==> src/rtl/mfpi_pkg.sv <==
// ----------------------------------------------------------------------------
// mfpi_pkg
// shared types and constants of the matched filter peak index block
// ----------------------------------------------------------------------------
package mfpi_pkg;

   localparam logic OP_TAP    = 1'b0;
   localparam logic OP_SAMPLE = 1'b1;

   localparam int TAPS_W  = 9;
   localparam int OUTS_W  = 13;
   localparam int DATA_W  = 16;
   localparam int POS_W   = 12;
   localparam int ACC_W   = 32;
   localparam int CSR_W   = 13;
   localparam int TIDX_W  = 8;

   localparam logic CSR_NUM_TAPS    = 1'b0;
   localparam logic CSR_NUM_OUTPUTS = 1'b1;

   // controller to datapath
   typedef struct packed {
      logic tap_wr;      // write one template tap
      logic smp_wr;      // shift sample into window, capture it
      logic acc_clr;     // start a new correlation sum
      logic acc_step;    // add one product
      logic finish;      // form correlation, update argmax, load result
   } mfpi_cmd_type;

endpackage

==> src/rtl/mfpi_ctrl.sv <==
// ----------------------------------------------------------------------------
// mfpi_ctrl
// sequencer: accepts items, walks the window, tracks frame counters
// ----------------------------------------------------------------------------
module mfpi_ctrl #(
   parameter int MAX_TAPS    = 256,
   parameter int MAX_OUTPUTS = 4096,
   parameter int AW          = 8
) (
   input  logic                   clock,
   input  logic                   reset,
   input  logic                   req_valid,
   output logic                   req_ready,
   input  logic                   req_op,
   input  logic                   rsp_ready,
   output logic                   rsp_valid,
   input  logic [8:0]             num_taps,
   input  logic [12:0]            num_outputs,
   output mfpi_pkg::mfpi_cmd_type cmd,
   output logic [AW-1:0]          rd_k,
   output logic [AW:0]            n_taps,
   output logic [11:0]            position,
   output logic                   done,
   output logic [11:0]            rsp_position,
   output logic                   rsp_done
);
   import mfpi_pkg::*;

   localparam logic [2:0] S_IDLE = 3'd0, S_RUN = 3'd1, S_DRAIN = 3'd2,
                          S_FIN = 3'd3, S_OUT = 3'd4;

   logic [2:0]    state_ff, state_in;
   logic [AW:0]   fill_ff, fill_in;
   logic [AW:0]   k_ff, k_in;
   logic [1:0]    drain_ff;
   logic [11:0]   pos_ff;
   logic [11:0]   rpos_ff;
   logic          rdone_ff;
   logic [AW:0]   n_sat;
   logic [12:0]   nout_sat;
   logic          acc_smp;

   always_comb begin
      if (num_taps < 9'd4) n_sat = (AW+1)'(4);
      else if ({23'b0, num_taps} > MAX_TAPS) n_sat = (AW+1)'(MAX_TAPS);
      else n_sat = (AW+1)'(num_taps);
      if (num_outputs == '0) nout_sat = 13'd1;
      else if ({19'b0, num_outputs} > MAX_OUTPUTS) nout_sat = 13'(MAX_OUTPUTS);
      else nout_sat = num_outputs;
   end

   assign req_ready = (state_ff == S_IDLE);
   assign rsp_valid = (state_ff == S_OUT);
   assign acc_smp   = req_valid && req_ready && (req_op == OP_SAMPLE);
   assign fill_in   = (fill_ff < (AW+1)'(MAX_TAPS)) ? fill_ff + 1'b1 : fill_ff;
   assign k_in      = k_ff + 1'b1;
   assign n_taps    = n_sat;
   assign rd_k      = k_ff[AW-1:0];
   assign position  = pos_ff;
   assign done      = ({1'b0, pos_ff} + 13'd1) >= nout_sat;
   assign rsp_position = rpos_ff;
   assign rsp_done     = rdone_ff;

   always_comb begin
      cmd = '0;
      cmd.tap_wr  = req_valid && req_ready && (req_op == OP_TAP);
      cmd.smp_wr  = acc_smp;
      cmd.acc_clr = acc_smp;
      cmd.acc_step = (state_ff == S_RUN);
      cmd.finish  = (state_ff == S_FIN);
   end

   always_comb begin
      state_in = state_ff;
      unique case (state_ff)
         S_IDLE:  if (acc_smp && fill_in >= n_sat) state_in = S_RUN;
         S_RUN:   if (k_in == n_sat) state_in = S_DRAIN;
         S_DRAIN: if (drain_ff == 2'd2) state_in = S_FIN;
         S_FIN:   state_in = S_OUT;
         S_OUT:   if (rsp_ready) state_in = S_IDLE;
         default: state_in = S_IDLE;
      endcase
   end

   always_ff @(posedge clock) begin
      if (reset) begin
         state_ff <= S_IDLE; fill_ff <= '0; k_ff <= '0; drain_ff <= '0;
         pos_ff <= '0; rpos_ff <= '0; rdone_ff <= 1'b0;
      end else begin
         state_ff <= state_in;
         if (acc_smp) begin
            fill_ff <= fill_in; k_ff <= '0;
         end else if (state_ff == S_RUN) k_ff <= k_in;
         drain_ff <= (state_ff == S_DRAIN) ? drain_ff + 2'd1 : 2'd0;
         if (state_ff == S_FIN) begin
            rpos_ff <= pos_ff; rdone_ff <= done;
            if (done) begin
               pos_ff <= '0; fill_ff <= '0;
            end else pos_ff <= pos_ff + 12'd1;
         end
      end
   end
endmodule

==> config.mk <==
export PLATFORM = sky130hd
export DESIGN_NAME = mfpi_ctrl
export DESIGN_NICKNAME = d
export VERILOG_FILES = /design/src/rtl/mfpi_pkg.sv /design/src/rtl/mfpi_ctrl.sv
export SDC_FILE = /design/constraint.sdc
export NUM_CORES = 1
export LEC_CHECK = 0
export BUFFER_PORTS_ARGS = -buffer_cell sky130_fd_sc_hd__buf_2
export CAP_MARGIN = 20
export CORE_UTILIZATION = 45
export DETAILED_ROUTE_END_ITERATION = 12
export GPL_TIMING_DRIVEN = 1
export PLACE_DENSITY = 0.73
export SLEW_MARGIN = 25
export SYNTH_ARGS = -nofsm -noshare
export SYNTH_HDL_FRONTEND = slang
export SYNTH_SLANG_ARGS = --single-unit
==> constraint.sdc <==
create_clock -name clock -period 4.5 [get_ports clock]
set_input_delay 0.675 -clock clock [delete_from_list [all_inputs] [get_ports clock]]
set_output_delay 0.675 -clock clock [all_outputs]
set_load 0.01 [all_outputs]
### After elaboration in Yosys (flattened, before gate mapping)

Index checks and enable logic that the tools add are counted.

| word-level totals | value |
|---|---|
| flip-flop bits (word level) | 48 |
| logic and storage cells | 53 |
| output and inout bits | 50 |
| bits of input ports | 27 |

| cells by class | value |
|---|---|
| reduce and logical (&&, ||, !) cells | 9 |
| multiplexer cells | 14 |
| bitwise gates (word level) | 2 |
| add/sub/neg operators | 5 |
| eq/ne operators | 10 |
| magnitude comparators | 6 |

Operators with widths:

| operator | count |
|---|---|
| 9-bit two-way mux | 6 |
| 13-bit two-way mux | 2 |
| 9-bit by 1-bit adder with 9-bit output, second input constant | 2 |
| 3-bit case mux with 5 select lines | 1 |
| 12-bit by 1-bit adder with 13-bit output, second input constant | 1 |
| 13-bit >= comparator | 1 |
| 13-bit greater-than comparator, second input constant | 1 |
| 13-bit zero test | 1 |
| 12-bit by 1-bit adder with 12-bit output, second input constant | 1 |
| 12-bit two-way mux | 1 |
| 3-bit two-way mux | 4 |
| 9-bit equality test | 1 |
| 9-bit >= comparator | 1 |
| 9-bit greater-than comparator, second input constant | 1 |
| 9-bit by 3-bit less-than comparator with 1-bit output, second input constant | 1 |
| 9-bit less-than comparator, second input constant | 1 |
| 3-bit by 2-bit equality test with 1-bit output, second input constant | 2 |
| 1-bit logical AND | 4 |
| 2-bit by 1-bit inequality test with 1-bit output, second input constant | 2 |
| 2-bit inequality test, second input constant | 2 |
| 4-bit AND reduction | 1 |
| 2-bit OR reduction | 2 |
| 3-bit by 1-bit equality test with 1-bit output, second input constant | 1 |
| 3-bit equality test, second input constant | 1 |
| other kinds (4) | 5 |

### Depth between registers and ports, before layout

| depth | value |
|---|---|
| depth in word-level cells | 7 |
| gate-level depth with buffers | 13 |
| mapped depth without buffers | 12 |

### Worst setup path after synthesis

Ideal clock, no wire load.

| timing | value |
|---|---|
| path kind | register to output |
| start | reg pos_ff[2] (netlist: position[2]) |
| end | out done |
| slack | 1.431 ns |
| path buffers | 0 |
| stages on the path, launching flop included | 11 |
| required time | 3.825 ns |
| arrival | 2.394 ns |
| path through | dfxtp_1 > and3_1 > and3_1 > nand3_1 > xnor2_1 > ha_1 > a21oi_1 > nor2b_1 > a2111oi_0 > o21a_1 > o21ai_0 |

| between the ends | value |
|---|---|
| word-level cells in the longest chain between the ends | 2 |

RTL lines:

| item | RTL line | RTL |
|---|---|---|
| from (decl) | mfpi_ctrl.sv:36 | `logic [11:0] pos_ff;` |
| from (signal assigned) | mfpi_ctrl.sv:99 | `end else pos_ff <= pos_ff + 12'd1;` |
| 12-bit by 1-bit adder with 13-bit output | mfpi_ctrl.sv:60 | `assign done = ({1'b0, pos_ff} + 13'd1) >= nout_sat;` |
| 13-bit >= comparator | mfpi_ctrl.sv:60 |  |
| to (decl) | mfpi_ctrl.sv:23 | `output logic done,` |

Every way passes these cells.

### Final worst setup path

Ends and elaborated chain as after synthesis.

==> impl_metrics.yaml <==
outcome:
  status: "completed"
sta:
  hold-worst-slack_ns: 0.415
  finClkSkew_ns: 0.0171
  finalSetupViolCount: 0
  max_freq_ghz: 0.262
  worstMarginPinSlew_ns: 0.867
  fin_crit_ns: 3.81
  rsz0062_at_grt: "no"
  finalMaxSlewViolations: 0
  slew_headroom_pct: 42.0
  tns_ns: 0
  finalCritPeriodShare_pct: 84.7
  finalHoldViolations: 0
synthesis:
  ys_async_sr_fraction_pct: 0
  synth_nets: 504
  ys_seq_area_share_pct: 27.5
  synth-xor-area-share_pct: 8.52
  synth_top_family_by_area: "simple AND/OR/NAND/NOR gates"
  syn_area_per_cell_um2: 7.75
  synth_cells: 451
  muxShareOfSynthArea_pct: 0.608
  synth_fa_ha_area_share_pct: 9.63
  ys_ff_latch: 48
  ys_warn_count: 0
  synth_cell_types: 64
  synth_edf_count: 0
  synth_ff_type: "dfxtp_1"
  synth_compound_area_share_pct: 16.6
  synth_area_mm2: 0.00350
  synth-simple-area-share_pct: 29.2
grt:
  met1_usage_pct: 28.1
  grtUsageMet3_pct: 3.38
  grt_max_degree: 26
  grt.met2_usage_pct: 32.3
  grt_pass1_wl_mm: 13.7
  busiest_layer: "met2"
  antenna_found_initial: 0
  overflow: 0
  grt_pass1_vias: 2940
  grt_usage_pct: 20.1
critical_path:
  crit_buf_inv: 1
  crit_top_cell: "and3_1"
  startpoint_type: "flop"
  crit_family: "compound AO/OA/AOI/OAI gates"
  cp.required_ns: 3.83
  slowest_stage: "dfxtp_1"
  worstSetupStartpoint: "position[2]"
  slowest_delay_ns: 0.45
  worstSetupEndpointType: "primary output"
  cp_cell_sequence: "and3_1, and3_1, nand3_1, xnor2_1, ha_1, a21oi_1, nor2b_1, a2111oi_0, o21a_1, o21ai_0, buf_2"
  rr_startpoint: "position[0]"
  path_class: "reg -> out"
  cp.arrival_ns: 3.14
  critPathMaxFanout: 8
die:
  die_x_um: 90.1
  start_util_pct: 47.4
  core_mm2: 0.00737
  ios: 77
  dieArea_mm2: 0.00813
  rows: 31
  die_h_um: 90.1
detailed_routing:
  routed_wl_mm: 8.02
  drt_iter0_markers: 192
  wl_per_cell_um: 13.3
  vias: 3283
  drc: 0
  vias_per_cell: 5.44
  antenna_left: 0
  drt-pass1-iter-count: 4
clocking:
  ctsHtreeMaxLevel: 2
  clockBufferDepth: 2
  postCtsSetupBuffers: 0
  clockRootBuffer: "clkbuf_8"
  worst_skew_pair.late_latency_ns: 0.32
  tritoncts: "yes"
  cts_resized: 0
  cts_hold_buf: 0
  numCtsBuffers: 5
  clkTransAtPathRegs_ns: 0.10
  cts_sinks: 48
cells_and_area:
  antennaDiodeCount: 0
  syn2layout_area_growth_pct: 11.8
  layout-drive-gt1-share_pct: 19.8
  nNetsFinal: 556
placed_design:
  place_hpwl_mm: 6.16
  io_buffers: 76
  gp_congestion: 0.865
hold_path:
  min_from: "drain_ff[0]"
  hold_class: "reg -> reg"
power:
  ir_drop_mv: 0.109
  power.density_mw_per_mm2: 217
  leakagePower_uw: 0.00178
job:
  maxCapViolations: 0
## sequential cells by signal, summed over array words and instances, names as in the netlist
name,flops
state_ff,3
position,12
fill_ff,9
k_ff,9
rsp_position,12
rsp_done,1
drain_ff,2
## metal layers
| metal | vias to the layer above | wire length (µm) |
|---|---|---|
| li1 | 1671 | - |
| met1 | 1522 | 3840 |
| met2 | 82 | 3750 |
| met3 | 8 | 370 |
| met4 | 0 | 65 |
| met5 | - | 0 |
## Yosys cell counts (3+ instances only)
library cell,count,share of area (%)
nor4_1,4,0.72
or3_1,5,0.89
nor3_1,7,1.0
nand4b_1,3,0.75
nand3_1,16,2.3
clkbuf_1,11,1.2
or2_2,4,0.72
o211ai_1,5,1.1
nor4b_1,6,1.5
buf_6,3,0.97
a32o_1,3,0.86
a211oi_1,4,0.86
o21a_1,4,0.86
o22ai_1,3,0.54
nand2b_1,12,2.1
ha_1,26,9.3
nand4_1,5,0.89
xor2_1,18,4.5
o21ai_0,13,1.9
inv_1,15,1.6
dfxtp_1,48,27
xnor2_1,16,4.0
and2_1,4,0.72
buf_4,13,2.8
a21oi_1,27,3.9
nand2_1,71,7.6
and3_1,5,0.89
nor2_1,43,4.6
nor2b_1,4,0.72
a21o_1,5,1.1
## layout by cell type, fill, tap and decap left out, types with 3 or more instances in the layout
master    instances
buf_2            76
nand2_1          71
dfxtp_1          48
nor2_1           43
a21oi_1          27
ha_1             26
xor2_1           18
nand3_1          16
xnor2_1          16
inv_1            15
o21ai_0          13
nand2b_1         12
nor3_1            7
nor4b_1           6
a21o_1            5
and3_1            5
nand4_1           5
o211ai_1          5
or3_1             5
clkbuf_8          5
o21a_1            4
nor2b_1           4
nor4_1            4
or2_2             4
and2_1            4
a211oi_1          4
nand4b_1          3
o22ai_1           3
a32o_1            3
## path summary, 6_finish.rpt
path              cells after the start  slack [ns]          end
hold / removal                        1        0.41  drain_ff[0]
setup reg to reg                     11        1.15  position[9]
setup / recovery                     11        0.69         done
hold reg to reg                       1        0.41  drain_ff[0]
## final cells by class
| class | instances | area [µm²] |
|---|---|---|
| Timing Repair Buffer | 77 | 388 |
| Tap cell | 99 | 124 |
| Multi-Input combinational cell | 354 | 2260 |
| Sequential cell | 48 | 961 |
| Clock inverter | 3 | 46.3 |
| Inverter | 17 | 63.8 |
| Clock buffer | 5 | 68.8 |
| Fill cell | 727 | 3460 |
## kinds of logic (layout without fill, tap and decap cells)
logic type / count (synthesis) / after routing
and+or+nand+nor: 203 / 203
muxes: 2 / 2
buffers and inverters: 49 / 102
AOI/OAI and AO/OA: 88 / 88
adders and majority gates: 27 / 27
DFF: 48 / 48
xor gates and xnor gates: 34 / 34
## metrics by stage
stage               cell area (µm²)  utilization, %  cells  power, µW  setup slack, ns
floorplan                      3500               -    451        497             1.43
global placement               3790            51.5    595        527             1.14
detailed placement             3790            51.5    595        530             1.05
CTS                            3910            53.0    603        857            0.672
global route                   3910            53.0    603        886            0.446
finish                         3910            53.0    603        847            0.688
## report_power, final
group / internal (µW) / switching [µW]
clock: 168 / 159
sequential: 426 / 1.98
combinational: 38.0 / 54.9
total: 631 / 216
No activity file was read; power rests on OpenSTA's default activity.
